### src/rtl/core/klpc_pkg.sv
// Shared types, constants and helper functions of the knight-blocked path counter.
package klpc_pkg;

	localparam int GRID_SIZE = 32;
	localparam int COORD_W   = 5;
	localparam int COUNT_W   = 59;
	localparam int CNT_W     = COORD_W + 1;

	localparam logic [COORD_W-1:0] CoordMax = COORD_W'(GRID_SIZE - 1);

	// Token handed from cell to cell: the column that the cell just swept.
	typedef struct packed {
		logic               act;
		logic [COORD_W-1:0] col;
	} tok_t;

	// Knight position, broadcast to every cell.
	typedef struct packed {
		logic [COORD_W-1:0] kx;
		logic [COORD_W-1:0] ky;
	} knight_t;

	typedef enum logic [1:0] {
		ST_IDLE,
		ST_RUN,
		ST_DONE
	} state_t;

	function automatic logic [COORD_W-1:0] clamp_coord(logic [COORD_W-1:0] v);
		return (v > CoordMax) ? CoordMax : v;
	endfunction

	function automatic logic is_blocked(logic [COORD_W-1:0] x, logic [COORD_W-1:0] y,
	                                    logic [COORD_W-1:0] kx, logic [COORD_W-1:0] ky);
		logic [COORD_W-1:0] dx;
		logic [COORD_W-1:0] dy;
		dx = (x > kx) ? (x - kx) : (kx - x);
		dy = (y > ky) ? (y - ky) : (ky - y);
		return ((dx == COORD_W'(0)) && (dy == COORD_W'(0))) ||
		       ((dx == COORD_W'(1)) && (dy == COORD_W'(2))) ||
		       ((dx == COORD_W'(2)) && (dy == COORD_W'(1)));
	endfunction

endpackage

### src/rtl/core/klpc_cell.sv
// One row cell: holds the path count of its y and updates it one column per token.
module klpc_cell import klpc_pkg::*; (
	input  logic               clk,
	input  logic               arst_n,
	input  logic               clr,
	input  logic [COORD_W-1:0] row_idx,
	input  knight_t            knight,
	input  tok_t               tok_in,
	input  logic [COUNT_W-1:0] nb_cnt,
	output tok_t               tok_out,
	output logic [COUNT_W-1:0] cnt
);

	tok_t               tok_q;
	logic [COUNT_W-1:0] cnt_q;
	logic [COUNT_W-1:0] cnt_nxt;
	logic               origin;

	assign origin = (tok_in.col == COORD_W'(0)) && (row_idx == COORD_W'(0));

	always_comb begin
		if (origin) begin
			cnt_nxt = COUNT_W'(1);
		end else if (is_blocked(tok_in.col, row_idx, knight.kx, knight.ky)) begin
			cnt_nxt = '0;
		end else begin
			cnt_nxt = cnt_q + nb_cnt;
		end
	end

	always_ff @(posedge clk or negedge arst_n) begin
		if (!arst_n) begin
			tok_q <= '0;
		end else if (clr) begin
			tok_q <= '0;
		end else begin
			tok_q <= tok_in;
		end
	end

	always_ff @(posedge clk) begin
		if (clr) begin
			cnt_q <= '0;
		end else if (tok_in.act) begin
			cnt_q <= cnt_nxt;
		end
	end

	assign tok_out = tok_q;
	assign cnt     = cnt_q;

endmodule

### config.mk
export PLATFORM = sky130hd
export DESIGN_NAME = klpc_cell
export DESIGN_NICKNAME = d
export VERILOG_FILES = /design/src/rtl/core/klpc_pkg.sv /design/src/rtl/core/klpc_cell.sv
export SDC_FILE = /design/constraint.sdc
export NUM_CORES = 1
export LEC_CHECK = 0
export ABC_AREA = 1
export BUFFER_PORTS_ARGS = -buffer_cell sky130_fd_sc_hd__buf_2
export CAP_MARGIN = 20
export CORE_AREA = 4 4 124 126
export CTS_CLUSTER_DIAMETER = 30
export DETAILED_ROUTE_END_ITERATION = 7
export DIE_AREA = 0 0 128 130
export PLACE_DENSITY = 0.81
export SETUP_SLACK_MARGIN = 0.1
export SLEW_MARGIN = 10
export SYNTH_ARGS = -nofsm -noshare
export SYNTH_HDL_FRONTEND = slang
export SYNTH_SLANG_ARGS = --single-unit
### constraint.sdc
create_clock -name clk -period 2.4 [get_ports clk]
set_input_delay 0.24 -clock clk [delete_from_list [all_inputs] [get_ports clk]]
set_output_delay 0.24 -clock clk [all_outputs]
set_load 0.01 [all_outputs]
==> metrics.md <==
| Metric | Value |
|---|---|
| PwrDens | `571.8 nW/µm²` |
| Slew Limit Fails | `0` |
| Maximum clock path buffer count | `2` |
| Wire per inst | `15.97 µm` |
| Share of cells above drive strength 1 | `20.44%` |
| Final Skew | `8.571 ps` |
| Area taken by multi-input logic gates | `6210 µm²` |
| Gp weighted congestion | `0.9675` |
| Area of all sequential standard cells | `1333 µm²` |
| Worst-path maximum fanout | `5` |
| IR Drop Worst-Case VDD | `379.8 µV` |
| Crit path buf inv count | `1` |
| Total number of clock tree sinks | `65` |
| Number of warnings printed during yosys synthesis | `0` |
| Count of final hold-check violations | `0` |
| Share of the clock period used by the worst path after layout | `92.61%` |
| Max Fclk | `449.9 MHz` |
| Std-Cell Core Area | `14310 µm²` |
| DRC violation count after routing | `0` |
| Layout Cell Area excl Fill | `10030 µm²` |
| Final critical path time including I/O delays and setup | `2223 ps` |
| Dpl cell area | `9278 µm²` |
| Total negative slack | `0 ps` |
| Clock network fraction of total power | `23.0%` |
| Number of cells on the worst hold path | `3` |
| Type of element capturing the critical path | `flop` |
| Worst Reg2Reg Path Length in Cells | `11` |
| Unique masters post-synth | `35` |
| Synthesized netlist cell count | `1443` |
| Measured slew at the worst slew-check pin | `817.0 ps` |
| Total placed cells including tap cells | `1783` |
| Max-Cap Viols | `0` |
| Number of nets still failing antenna checks after routing | `0` |
| Most repeated library cell on the critical path | `nand2_1` |
| Worst Setup Path Type | `reg2reg` |
| Dominant delay contributor by cell family on the critical path | `simple AND/OR/NAND/NOR gates` |
| Worst slew slack as a fraction of its limit | `45.53%` |
| Result of the run | `complete, no violations` |
| Critical Path Source Type | `flop` |
| Setup violations, final | `0` |
| Number of antenna violations at the first check in global routing | `0` |
| RSZ-0062 raised after global routing | `yes` |
| Count of nets after finishing | `1778` |
| Non-filler cells in the finished layout | `1803` |
| Std cell rows | `44` |
| Switching portion of total power | `45.41%` |
| Sequential area share after synthesis | `16.36%` |
| Arrival time reported for the critical path endpoint | `2510 ps` |
| CTS tree | `yes` |
| Post-layout util | `70.10%` |
| Via total after detailed routing | `9697` |
| Synth Cell Area | `8139 µm²` |
| Reported net switching power | `2.605 mW` |
| Detailed Route WL | `28.79 mm` |
| Number of synthesized register bits | `65` |
| P_leak | `5.635 nW` |
| Synthesis-to-layout area growth | `23.29%` |
| Fraction of synthesized cell area taken by the top area cell type | `24.03%` |
| Floorplan die area | `16640 µm²` |
| Count of TritonRoute iterations in the first routing pass | `5` |
| I/O pin count | `148` |
| Die Wd | `128 µm` |
| Internal power | `3.133 mW` |
| Worst min-delay path endpoint | `tok_out[2]` |
| Reg2reg end | `cnt[47]` |
| Largest net degree at the start of global routing | `60` |
| Launching point of the worst reg2reg path | `cnt[46]` |
| Master cell of the clock root buffer | `clkbuf_16` |
| Largest incremental delay on the critical path | `360 ps` |
| Number of CTS-inserted buffers | `9` |
| Total grt overflow | `0` |
| FF-to-FF setup slack | `180 ps` |
| Worst-case hold slack | `148.5 ps` |
| ANT cells | `0` |
| Fillcell total | `1354` |
| Launch point of the worst hold path | `tok_in[2]` |
| Worst-path cell with the longest stage delay | `ha_1` |
| Number of DRC violations after detailed-routing iteration 0 | `864` |
| Worst hold path class | `in2reg` |
| Global-route usage over all layers | `33.75%` |
| DIE HEIGHT | `130 µm` |
| Cell-by-cell listing of the critical path | `ha_1 -> nand2_1 -> nor2_2 -> inv_1 -> nor2_2 -> nand2_1 -> nor2_1 -> nand2_1 -> nand4_1 -> nand4_1 -> a21oi_1` |
| Post-Synthesis Mean Instance Area | `5.640 µm²` |
| Reg power frac | `23.6%` |
| Clock slew seen by the registers of the worst setup and hold paths | `60 ps` |
| Post-synth top area cell | `nand2_1` |
| Initial cell density of the core | `56.86%` |
| Via density per instance | `5.378` |
| Net Count, Synth | `1607` |
| Level count of the clock H-tree | `3` |
| Cells taking the most area after synthesis | `nand2_1 24%, dfxtp_1 15%, ha_1 12%` |
| Estimated wirelength of the detail-placed design | `22.97 mm` |
| Combinational group share of total power | `53.4%` |
| First-pass GRT wire length | `44.57 mm` |
| Required time of the critical path | `2690 ps` |
| Count of port buffers added during placement | `147` |
| Clock insertion delay at the later pin of the skew report | `350 ps` |
| Vias in the first global route | `9023` |
==> worst max path at each step <==
stage / to / depth (start not counted) / startpoint / slack [ps]
2_1_floorplan: cnt[32] / 10 / cnt[0] / 290
3_3_place_gp: cnt[32] / 11 / nb_cnt[0] / -120
3_5_place_dp: cnt[48] / 12 / nb_cnt[0] / -160
4_1_cts: cnt[52] / 13 / cnt[13] / 110
5_1_grt: cnt[27] / 13 / cnt[11] / 40
6_report: cnt[47] / 11 / cnt[46] / 180
==> power by group through the flow <==
| stage | registers [mW] | clock network, mW | logic [mW] |
|---|---|---|---|
| 3_5_place_dp | 1.36 | 0 | 2.79 |
| 5_1_grt | 1.37 | 1.36 | 3.38 |
| 3_3_place_gp | 1.35 | 0 | 2.76 |
| 6_report | 1.35 | 1.32 | 3.06 |
| 2_1_floorplan | 1.41 | 0 | 1.83 |
| 4_1_cts | 1.34 | 1.32 | 2.82 |
==> through the flow <==
step | worst slack [ps] | power [mW]
2_1_floorplan | 293.2 | 3.239
3_3_place_gp | -116.9 | 4.115
3_5_place_dp | -159.3 | 4.147
4_1_cts | 113.1 | 5.478
5_1_grt | 35.08 | 6.108
6_report | 177.5 | 5.738
==> worst reg2reg max path, cell delays in order, from the launching register on <==
cell     delay (ps)
dfxtp_1         310
ha_1            360
nand2_1         190
nor2_2          190
inv_1            60
nor2_2          180
nand2_1         190
nor2_1          130
nand2_1         110
nand4_1         120
nand4_1         130
a21oi_1         180
==> cell usage after synthesis <==
library cell,count
nor2_2,2
a21o_1,2
nand3_1,98
a41oi_1,1
nand2_2,3
nand2_1,521
nand3b_1,9
o21bai_1,8
inv_1,241
and2_1,1
nor2_1,118
xnor2_1,6
xor2_1,34
dfxtp_1,59
nand3_2,11
clkbuf_1,16
o21ai_0,31
fa_1,5
nand4_1,30
o21a_1,2
nor3_2,1
buf_4,3
dfrtp_1,6
nor3_1,9
or2_1,1
or2_2,1
ha_1,76
a21oi_1,123
clkinv_1,1
buf_2,7
buf_6,1
buf_12,1
nor4_1,4
a21oi_2,10
a211oi_1,1
==> layer usage <==
metal / global-route usage (%) / part of all wire (%)
met4: 11.61 / 2.5
met5: 0 / 0
met3: 5.526 / 8.4
met1: 44.89 / 44
met2: 55.73 / 45
==> area by class of cell <==
type	count	area share, %
multi-input combinational	1108	61.88
sequential	65	13.28
timing repair buffer	188	10.67
inverter	242	9.052
clock buffer	11	2.519
tap	184	2.294
clock inverter	5	0.2993
==> kinds of logic after synthesis <==
family | count (synthesis) | share of synthesized area, %
and+or+nand+nor | 809 | 41.58
DFF | 65 | 16.36
AOI/OAI and AO/OA | 178 | 11.85
adders and majority gates | 81 | 12.91
xor gates and xnor gates | 40 | 4.304
buffers and inverters | 270 | 12.99
==> cells in the final DEF (no fill, tap or decap), types with 3 or more instances in the layout <==
| master | n |
|---|---|
| xor2_1 | 33 |
| nand3_1 | 88 |
| nor4_1 | 3 |
| nor2_2 | 32 |
| nor2_4 | 7 |
| nor3_1 | 7 |
| fa_1 | 4 |
| buf_4 | 38 |
| ha_1 | 56 |
| nand3b_1 | 9 |
| a21oi_1 | 112 |
| o21bai_1 | 7 |
| xnor2_1 | 6 |
| inv_1 | 241 |
| ha_4 | 9 |
| a21oi_2 | 21 |
| nand2_1 | 509 |
| dfxtp_1 | 58 |
| dfrtp_1 | 6 |
| buf_2 | 147 |
| nand2_2 | 15 |
| o21ai_0 | 27 |
| ha_2 | 11 |
| clkinv_2 | 3 |
| clkbuf_16 | 9 |
| nand4_1 | 30 |
| nand3_2 | 21 |
| nor2_1 | 81 |
==> sequential cells by signal, indices dropped and copies added, names as in the netlist <==
| signal | count |
|---|---|
| cnt | 59 |
| tok_out | 6 |
==> repair_timing <==
| item | 4_1_cts | 5_1_grt |
|---|---|---|
| buffers inserted | 0 | 3 |
| resized for setup | 8 | 104 |
| hold endpoints to repair | 6 | 0 |
| pin swaps | 0 | 6 |
| endpoints found under the setup margin | 7 | 40 |
| hold buffers | 1 | 0 |
No activity file was read; power rests on OpenSTA's default activity.
