[config.mk]
export PLATFORM = sky130hd
export DESIGN_NAME = klpc_ctrl
export DESIGN_NICKNAME = d
export VERILOG_FILES = /design/src/rtl/core/klpc_pkg.sv /design/src/rtl/core/klpc_ctrl.sv
export SDC_FILE = /design/constraint.sdc
export NUM_CORES = 1
export LEC_CHECK = 0
export BUFFER_PORTS_ARGS = -buffer_cell sky130_fd_sc_hd__buf_4
export CAP_MARGIN = 20
export CORE_AREA = 10 10 765 767
export CTS_BUF_LIST = sky130_fd_sc_hd__clkbuf_8
export DETAILED_ROUTE_END_ITERATION = 12
export DIE_AREA = 0 0 775 777
export PLACE_DENSITY = 0.3
export SETUP_SLACK_MARGIN = 0.5
export SKIP_LAST_GASP = 1
export SLEW_MARGIN = 25
export SYNTH_ARGS = -nofsm -noshare
export SYNTH_HDL_FRONTEND = slang
export SYNTH_SLANG_ARGS = --single-unit
[constraint.sdc]
create_clock -name clk -period 5.1 [get_ports clk]
set_input_delay 1.53 -clock clk [delete_from_list [all_inputs] [get_ports clk]]
set_output_delay 1.53 -clock clk [all_outputs]
set_load 0.03 [all_outputs]
[src/rtl/core/klpc_pkg.sv]
// Shared types, constants and helper functions of the knight-blocked path counter.
package klpc_pkg;

	localparam int GRID_SIZE = 32;
	localparam int COORD_W   = 5;
	localparam int COUNT_W   = 59;
	localparam int CNT_W     = COORD_W + 1;

	localparam logic [COORD_W-1:0] CoordMax = COORD_W'(GRID_SIZE - 1);

	// Token handed from cell to cell: the column that the cell just swept.
	typedef struct packed {
		logic               act;
		logic [COORD_W-1:0] col;
	} tok_t;

	// Knight position, broadcast to every cell.
	typedef struct packed {
		logic [COORD_W-1:0] kx;
		logic [COORD_W-1:0] ky;
	} knight_t;

	typedef enum logic [1:0] {
		ST_IDLE,
		ST_RUN,
		ST_DONE
	} state_t;

	function automatic logic [COORD_W-1:0] clamp_coord(logic [COORD_W-1:0] v);
		return (v > CoordMax) ? CoordMax : v;
	endfunction

	function automatic logic is_blocked(logic [COORD_W-1:0] x, logic [COORD_W-1:0] y,
	                                    logic [COORD_W-1:0] kx, logic [COORD_W-1:0] ky);
		logic [COORD_W-1:0] dx;
		logic [COORD_W-1:0] dy;
		dx = (x > kx) ? (x - kx) : (kx - x);
		dy = (y > ky) ? (y - ky) : (ky - y);
		return ((dx == COORD_W'(0)) && (dy == COORD_W'(0))) ||
		       ((dx == COORD_W'(1)) && (dy == COORD_W'(2))) ||
		       ((dx == COORD_W'(2)) && (dy == COORD_W'(1)));
	endfunction

endpackage

[src/rtl/core/klpc_ctrl.sv]
// Query sequencer: latches a query, feeds column tokens to the chain, registers the result.
module klpc_ctrl import klpc_pkg::*; (
	input  logic                              clk,
	input  logic                              arst_n,
	input  logic                              in_valid,
	output logic                              in_stall,
	input  logic [COORD_W-1:0]                target_x,
	input  logic [COORD_W-1:0]                target_y,
	input  logic [COORD_W-1:0]                knight_x,
	input  logic [COORD_W-1:0]                knight_y,
	input  logic [GRID_SIZE-1:0][COUNT_W-1:0] row_cnt,
	output logic                              clr,
	output knight_t                           knight,
	output tok_t                              tok0,
	output logic                              out_valid,
	input  logic                              out_stall,
	output logic [COUNT_W-1:0]                path_count
);

	state_t             state_q;
	state_t             state_nxt;
	logic [COORD_W-1:0] tx_q;
	logic [COORD_W-1:0] ty_q;
	knight_t            knight_q;
	logic [CNT_W-1:0]   col_q;
	logic [CNT_W-1:0]   cyc_q;
	logic [CNT_W-1:0]   last_cyc;
	logic               out_valid_q;
	logic [COUNT_W-1:0] path_count_q;
	logic               accept;
	logic               load;

	assign last_cyc = CNT_W'(tx_q) + CNT_W'(ty_q);

	always_comb begin
		state_nxt = state_q;
		in_stall  = 1'b1;
		accept    = 1'b0;
		load      = 1'b0;
		tok0      = '0;
		case (state_q)
			ST_IDLE: begin
				in_stall = 1'b0;
				if (in_valid) begin
					accept    = 1'b1;
					state_nxt = ST_RUN;
				end
			end
			ST_RUN: begin
				tok0.act = (col_q <= CNT_W'(tx_q));
				tok0.col = col_q[COORD_W-1:0];
				if (cyc_q == last_cyc) begin
					state_nxt = ST_DONE;
				end
			end
			ST_DONE: begin
				if (!out_valid_q || !out_stall) begin
					load      = 1'b1;
					state_nxt = ST_IDLE;
				end
			end
			default: begin
				state_nxt = ST_IDLE;
			end
		endcase
	end

	always_ff @(posedge clk or negedge arst_n) begin
		if (!arst_n) begin
			state_q     <= ST_IDLE;
			col_q       <= '0;
			cyc_q       <= '0;
			out_valid_q <= 1'b0;
		end else begin
			state_q <= state_nxt;
			if (accept) begin
				col_q <= '0;
				cyc_q <= '0;
			end else if (state_q == ST_RUN) begin
				if (tok0.act) begin
					col_q <= col_q + CNT_W'(1);
				end
				cyc_q <= cyc_q + CNT_W'(1);
			end
			if (load) begin
				out_valid_q <= 1'b1;
			end else if (!out_stall) begin
				out_valid_q <= 1'b0;
			end
		end
	end

	always_ff @(posedge clk) begin
		if (accept) begin
			tx_q        <= clamp_coord(target_x);
			ty_q        <= clamp_coord(target_y);
			knight_q.kx <= knight_x;
			knight_q.ky <= knight_y;
		end
		if (load) begin
			path_count_q <= row_cnt[ty_q];
		end
	end

	assign clr        = accept;
	assign knight     = knight_q;
	assign out_valid  = out_valid_q;
	assign path_count = path_count_q;

endmodule

==> results of run 1 <==
[worst max path at each step]
stage / slack (ns) / endpoint / start / depth (start not counted)
after floorplan: 1.24 / clr / in_valid / 2
after global placement: 0.78 / clr / in_valid / 4
after detailed placement: 0.81 / clr / in_valid / 4
after CTS: 0.76 / clr / state_q[0] / 4
after global routing: 0.68 / tok0[5] / tx_q[1] / 8
final: 0.85 / clr / in_valid / 4
[registers in the layout (all words and copies together) (netlist names)]
| signal | cells |
|---|---|
| path_count | 59 |
| tx_q | 5 |
| state_q | 2 |
| col_q | 6 |
| out_valid | 1 |
| ty_q | 5 |
| knight | 10 |
| cyc_q | 6 |
[logic make-up (layout without fill, tap and decap cells)]
group                    count (synthesis)  in the layout  share of synthesized area
adder cells (fa/ha/maj)                 13             13                    0.00940
buffers and inverters                  158           2081                     0.0397
XOR/XNOR                                 8              8                    0.00387
multiplexers                           652            652                      0.772
flip-flops                              94             94                      0.152
AO/OA/AOI/OAI                           24             24                    0.00746
AND/OR/NAND/NOR                         54             54                     0.0155
other                                    0             64                          0
[cell type report]
type | count | area (sq um)
inverters | 8 | 30.0
well taps | 7533 | 9430
clock buffers | 13 | 179
diodes | 64 | 160
repair buffers | 2056 | 15700
flip-flops and latches | 94 | 2750
fillers | 66294 | 526000
clock inverters | 4 | 20.0
multi-input cells | 751 | 14600
[power breakdown]
| group | total (mW) | internal [mW] | switching, mW |
|---|---|---|---|
| sequential | 1.03 | 0.954 | 0.0748 |
| combinational | 5.51 | 2.68 | 2.84 |
| clock | 0.888 | 0.240 | 0.649 |
[Yosys cell counts]
cell type and instances:
and4_1 1, o21a_1 1, edfxtp_1 79, mux4_2 590, and3_1 1, nor2_1 7, and2_1 5, dfrtp_1 15
a211oi_1 1, buf_6 9, o41ai_1 1, clkbuf_1 82, a21oi_1 4, a21o_1 2, nor3_1 2, or3b_2 1
mux2i_1 3, and4b_1 1, nand4_1 5, xor2_1 3, xnor2_1 5, nand2_1 16, buf_2 47, mux2_2 59
buf_1 12, nor4_1 1, fa_1 1, ha_1 12, o22ai_1 1, or4b_2 1, inv_1 8, o21ai_0 14
nand3_1 8, nand2b_1 2, nor2b_1 3
[worst max-delay path: cells and delay by family]
family	cells	cell delay (ns)
AND/OR/NAND/NOR	1	0.48
buffers and inverters	3	0.69
[metal layers]
| metal | up-vias | share of wire | global-route usage |
|---|---|---|---|
| met3 | 582 | 0.12 | 0.0580 |
| met5 | - | 0.0031 | 0 |
| met1 | 12363 | 0.39 | 0.134 |
| met4 | 174 | 0.024 | 0.0190 |
| li1 | 8762 | - | - |
| met2 | 2170 | 0.47 | 0.197 |
==> results.toml, run 1 <==
[timing]
fin_crit_sh = 0.834
finalClockSkew_ns = 0.0944
finalHoldViolCount = 0
rsz0062_at_grt = "no"
relSlewSlack = 0.204
setup_violations = 0
fmax_ghz = 0.235
whs_ns = 0.566
worstMarginPinSlew_ns = 1.19
worst_slack_ns = 0.848
post-route-min-period_ns = 4.25
maxSlewViolCount = 0
tns_ns = 0

[floorplan]
initial_core_util = 0.0318
core_sq_um = 569000
std_cell_rows = 277
die_x_um = 775
io_pins = 1990
die_h_um = 777
dieArea_sq_um = 602000

[final_layout]
fin_area_sq_um = 42900
final_nets = 4849
final_common_cell = "buf_4"
final_cell_count_no_fill = 10523
fin_util = 0.0754
drive_gt1_frac = 0.931
mostFrequentLayoutCells = "2037 x buf_4, 590 x mux4_2, 79 x edfxtp_1, 59 x mux2_2, 19 x buf_12"
syn_to_final_growth_pct = 137

[clocking]
cts_sinks = 94
post-cts-setup-buffer-count = 0
clk_pin_slew_ns = 0.17
cts_resized = 0
clk_latency_ns = 0.69
cts_tree = "done"
cts_root_buf = "clkbuf_8"
cts.path.max_buffers = 3
numCtsBuffers = 13
hold_buffers = 0
htreeDepth = 3

[yosys]
ys_warn_count = 0
yosysTopAreaCellShare = 0.734
synth_area_leaders = "mux4_2 73%, edfxtp_1 13%, mux2_2 3.7%, dfrtp_1 2.1%, clkbuf_1 1.7%"
synth_top_area_cell = "mux4_2"
syn_inst = 1003
synth_seq_area_share = 0.152
ys_seq_elements = 94
avgSynthCellArea_sq_um = 18.1
syn_nets = 2928
synth_area_sq_um = 18100
synth_cell_type_count = 35

[power]
vdd_drop_max_mv = 0.131
powerDensity_nw_per_um2 = 173
total_power_mw = 7.43
power.leakage_nw = 15.3

[setup_path]
r2r_slack_ns = 1.31
crit_path_end_kind = "output pin"
worstPathMaxFanout = 10
cp_data_arrival_time_ns = 2.72
max_stage_delay_ns = 0.48
critPathRequiredTime_ns = 3.57
start_kind = "input pin"
crit_top_cell = "buf_4"
crit_path_cell_trace = "buf_4 > nand2_1 > inv_1 > buf_4"
critPathSlowestCell = "nand2_1"
reg2reg_depth = 6
worstSetupPathType = "in -> out"
worstReg2RegEnd = "path_count[5]"
reg2reg_from = "ty_q[1]"

[placement]
hpwlAfterDp_um = 346000
place_ws_ns = 0.809
post-place-cells = 10442
gp_congestion = 0.986
io_buffers = 1989
post_dp_cell_area_sq_um = 42500

[drt]
detail-route-antenna-nets = 0
wl_um = 370000
wl_per_cell_um = 35.2
routed_via_density = 2.29
drc = 0
routed-via-count = 24051
drt-initial-drc-count = 2269
drtPass1Iterations = 5

[global_routing]
grt_pass1_vias = 25370
grt.total_usage = 0.117
grt_overflow_total = 0
grt_max_degree = 63
antenna_found_initial = 362
grt_pass1_wl_um = 429000

[flow_run]
drv_cap = 0

[hold_path]
whs_endpoint = "col_q[5]"
hp-start = "col_q[5]"
hold_class = "reg -> reg"
hold_depth = 2

[outcome]
status = "finished clean"
No activity file was read; power rests on OpenSTA's default activity.
==> run 2: changes to the inputs <==
CORE_AREA = 10 10 776 778   (was 10 10 765 767)
DIE_AREA = 0 0 786 788   (was 0 0 775 777)
clock period = 3.8 ns   (was 5.1 ns; I/O delays follow)
==> results.toml, run 2 (synthesized netlist as in run 1, its figures left out) <==
[drt]
wl_per_cell_um = 37.4
route.met2.wl_um = 208000
drt-initial-drc-count = 2464
routed-via-count = 24656
met3WireLength_um = 33100
wl_um = 407000
routed_via_density = 2.27
detail-route-antenna-nets = 0
drtPass1Iterations = 7
wl_met1_um = 155000
top_layer = "met5"
drc = 0

[setup_path]
reg2reg_from = "ty_q[1]"
critPathRequiredTime_ns = 2.66
worstReg2RegEnd = "path_count[7]"
cp_data_arrival_time_ns = 2.53
r2r_slack_ns = 0.54
start_kind = "register"
worstSetupPathType = "reg -> out"
worstPathMaxFanout = 5
crit_path_end_kind = "output pin"
reg2reg_depth = 7

[outcome]
status = "finished clean"

[timing]
rsz0062_at_grt = "yes"
worstMarginPinSlew_ns = 0.981
finalHoldViolCount = 0
tns_ns = 0
whs_ns = 0.210
post-route-min-period_ns = 3.67
fmax_ghz = 0.272
finalClockSkew_ns = 0.0966
setup_violations = 0
fin_crit_sh = 0.966
relSlewSlack = 0.346
maxSlewViolCount = 0

[clocking]
cts_root_buf = "clkbuf_8"
cts_sinks = 94
cts.path.max_buffers = 3
hold_buffers = 0
htreeDepth = 3
clk_pin_slew_ns = 0.29
cts_tree = "done"
clk_latency_ns = 0.77
numCtsBuffers = 13

[power]
p_comb_frac = 0.759
p_clk_frac = 0.111
swShare = 0.489
seq_power_share = 0.130
powerDensity_nw_per_um2 = 243
power.internal_mw = 5.50
vdd_drop_max_mv = 0.229
p_sw_mw = 5.27
total_power_mw = 10.8
power.leakage_nw = 15.9

[final_layout]
final_nets = 4910
fin_util = 0.0756
fin_area_sq_um = 44400
final_common_cell = "buf_4"
largest_reg_flops = 59
syn_to_final_growth_pct = 145
drive_gt1_frac = 0.935
mostFrequentLayoutCells = "2060 x buf_4, 590 x mux4_2, 79 x edfxtp_1, 58 x mux2_2, 25 x buf_12"

[global_routing]
antenna_found_initial = 389
grt_pass1_wl_um = 464000
grt_max_degree = 52
grt_overflow_total = 0
grt.total_usage = 0.125
grt_pass1_vias = 25163

[floorplan]
dieArea_sq_um = 619000
die_h_um = 788
initial_core_util = 0.0308
io_pins = 1990
die_x_um = 786
std_cell_rows = 282
core_sq_um = 587000

[placement]
post_dp_cell_area_sq_um = 43200
io_buffers = 1989
gp_congestion = 0.915
hpwlAfterDp_um = 375000

[hold_path]
hold_class = "in -> async"

[flow_run]
drv_cap = 0
## run 2: worst max path at each step
stage / startpoint / to / slack [ns]
6_report: col_q[4] / tok0[5] / 0.13
5_1_grt: tx_q[2] / tok0[5] / -0.12
4_1_cts: tx_q[2] / tok0[5] / -0.1
3_5_place_dp: ty_q[0] / path_count[6] / 0.07
3_3_place_gp: ty_q[0] / path_count[6] / 0.08
2_1_floorplan: out_stall / path_count[0] / 0.61
## run 2: power groups by stage
stage | registers [mW] | logic, mW | clock network [mW]
finish | 1.40 | 8.17 | 1.20
global route | 1.42 | 8.64 | 1.41
CTS | 1.40 | 8.51 | 1.47
detailed placement | 1.43 | 8.18 | 0
global placement | 1.43 | 8.20 | 0
floorplan | 1.42 | 3.13 | 0
## run 2: cell type report
type	count	area [sq um]
fillers	68594	543000
repair buffers	2117	16800
multi-input cells	751	14700
well taps	7810	9770
flip-flops and latches	94	2750
clock buffers	13	179
diodes	69	173
inverters	8	30.0
clock inverters	4	22.5
## run 2: critical path, stage by stage, from the launching register on
cell and delay [ns]:
dfrtp_1 0.51, ha_1 0.32, and4b_1 0.21, o21a_1 0.12
o41ai_2 0.22, buf_4 0.18, and2_4 0.16, buf_6 0.14
## run 2: metrics by stage
| stage | instances | worst slack [ns] |
|---|---|---|
| 2_1_floorplan | 1003 | 0.607 |
| 4_1_cts | 10788 | -0.0991 |
| 3_5_place_dp | 10741 | 0.0697 |
| 6_report | 10866 | 0.128 |
| 5_1_grt | 10837 | -0.125 |
| 3_3_place_gp | 10741 | 0.0753 |
## run 2: repair_timing
item | 4_1_cts | 5_1_grt
resized for setup | 33 | 1
gates cloned | 8 | 6
buffers inserted | 22 | 3
setup endpoints to repair | 30 | 19
## run 2: routing by layer
metal  track usage  vias up
met1         0.144    12997
met3        0.0380      577
met2         0.230     2067
met5             0        -
li1              -     8901
met4        0.0186      114
==> run 3: changes to the inputs <==
CORE_AREA = 10 10 765 767   (was 10 10 776 778)
DIE_AREA = 0 0 775 777   (was 0 0 786 788)
clock period = 3.66 ns   (was 3.8 ns; I/O delays follow)
==> results.toml, run 3 (synthesized netlist as in run 1, its figures left out) <==
[setup_path]
cp-startpoint = "col_q[4]"
start_kind = "register"
worstSetupPathType = "reg -> out"
critPathRequiredTime_ns = 2.56
cp_data_arrival_time_ns = 2.41
worstReg2RegEnd = "path_count[7]"
crit_path_end_kind = "output pin"
r2r_slack_ns = 0.41
endpoint = "tok0[5]"
reg2reg_depth = 9
worstPathMaxFanout = 5
reg2reg_from = "ty_q[0]"

[placement]
io_buffers = 1989
gp_congestion = 0.968
hpwlAfterDp_um = 352000
post-place-cells = 10476

[power]
power.internal_mw = 5.81
vdd_drop_max_mv = 0.231
p_sw_mw = 5.15
power.leakage_nw = 16.1
p_clk_frac = 0.121
seq_power_share = 0.130
swShare = 0.470
p_comb_frac = 0.749
powerDensity_nw_per_um2 = 247

[global_routing]
grt_pass1_vias = 25915
grt.total_usage = 0.121
grt_overflow_total = 0
grt_pass1_wl_um = 443000
antenna_found_initial = 388
grt_max_degree = 55

[clocking]
cts_root_buf = "clkbuf_8"
htreeDepth = 3
cts_tree = "done"
clk_pin_slew_ns = 0.19
clk_latency_ns = 0.74
numCtsBuffers = 13
cts_sinks = 94
cts.path.max_buffers = 3
hold_buffers = 0

[timing]
post-route-min-period_ns = 3.50
fmax_ghz = 0.285
worstMarginPinSlew_ns = 1.06
fin_crit_sh = 0.957
setup_violations = 0
maxSlewViolCount = 0
rsz0062_at_grt = "yes"
relSlewSlack = 0.291
finalClockSkew_ns = 0.0917
finalHoldViolCount = 0

[final_layout]
final_nets = 4942
final_common_cell = "buf_4"
syn_to_final_growth_pct = 145
drive_gt1_frac = 0.935
mostFrequentLayoutCells = "2072 x buf_4, 590 x mux4_2, 79 x edfxtp_1, 57 x mux2_2, 23 x buf_6"
final_cell_count_no_fill = 10628
largest_reg_flops = 59
fin_util = 0.0779

[drt]
detail-route-antenna-nets = 0
drc = 0
drtPass1Iterations = 6
drt-initial-drc-count = 2339
wl_um = 384000
routed-via-count = 24772
routed_via_density = 2.33
wl_per_cell_um = 36.1

[outcome]
status = "finished clean"

[floorplan]
core_sq_um = 569000
die_h_um = 777
initial_core_util = 0.0318
dieArea_sq_um = 602000
die_x_um = 775
std_cell_rows = 277
io_pins = 1990

[flow_run]
drv_cap = 0

[hold_path]
hold_class = "in -> async"
==> run 3: cell count changes in the layout (fill, tap and decap cells not counted), moves of 2 or more <==
cell / delta
clkbuf_16: -5
buf_8: +10
diode_2: +7
buf_16: +3
buf_6: +17
buf_12: -3
buf_4: +12
bufbuf_16: -2
inv_1: -2
==> run 3: what timing repair did <==
action,CTS,global route
endpoints found under the hold margin,0,0
setup endpoints to repair,29,25
pin swaps,1,0
buffers inserted,36,13
resized for setup,57,18
gates cloned,9,1
==> run 3: critical path, cell delays in order, from the launching register on <==
cell	delay [ns]
dfrtp_1	0.47
ha_1	0.31
and4b_1	0.22
o21a_1	0.12
o41ai_2	0.20
buf_4	0.17
and2_4	0.15
buf_6	0.13
==> run 3: worst min-delay path by stage <==
stage	from	end	slack [ns]
6_report	arst_n	out_valid	0.25
5_1_grt	arst_n	out_valid	0.16
4_1_cts	arst_n	out_valid	0.11
3_5_place_dp	col_q[5]	col_q[5]	0.51
3_3_place_gp	col_q[5]	col_q[5]	0.55
2_1_floorplan	col_q[5]	col_q[5]	0.47
==> run 3: per-layer routing <==
layer	vias up	GRT usage	wire length (um)
li1	8976	-	-
met1	12695	0.143	151000
met2	2347	0.204	180000
met3	594	0.0537	41300
met4	160	0.0213	9850
met5	-	0	1070
==> run 3: area by class of cell <==
class	count	area (sq um)
diodes	76	190
clock buffers	13	179
clock inverters	4	45.0
fillers	66276	524000
inverters	8	33.8
multi-input cells	751	14700
flip-flops and latches	94	2750
well taps	7533	9430
repair buffers	2149	17000
==> run 3: stage by stage <==
stage	hold WS (ns)	total power, mW	area [sq um]	setup TNS, ns	setup WS [ns]
global route	0.156	11.6	44200	-0.0526	-0.0526
CTS	0.109	11.5	43900	-0.00559	-0.00559
detailed placement	0.514	9.49	42800	0	0.0601
finish	0.248	11.0	44300	0	0.156
floorplan	0.465	4.72	18100	0	0.509
global placement	0.551	9.51	42800	0	0.0675
==> run 3: power groups by stage <==
stage / Sequential [mW] / Combinational, mW / Clock, mW
finish: 1.42 / 8.21 / 1.33
global route: 1.44 / 8.66 / 1.51
CTS: 1.42 / 8.48 / 1.57
detailed placement: 1.46 / 8.04 / 0
global placement: 1.46 / 8.05 / 0
floorplan: 1.47 / 3.25 / 0
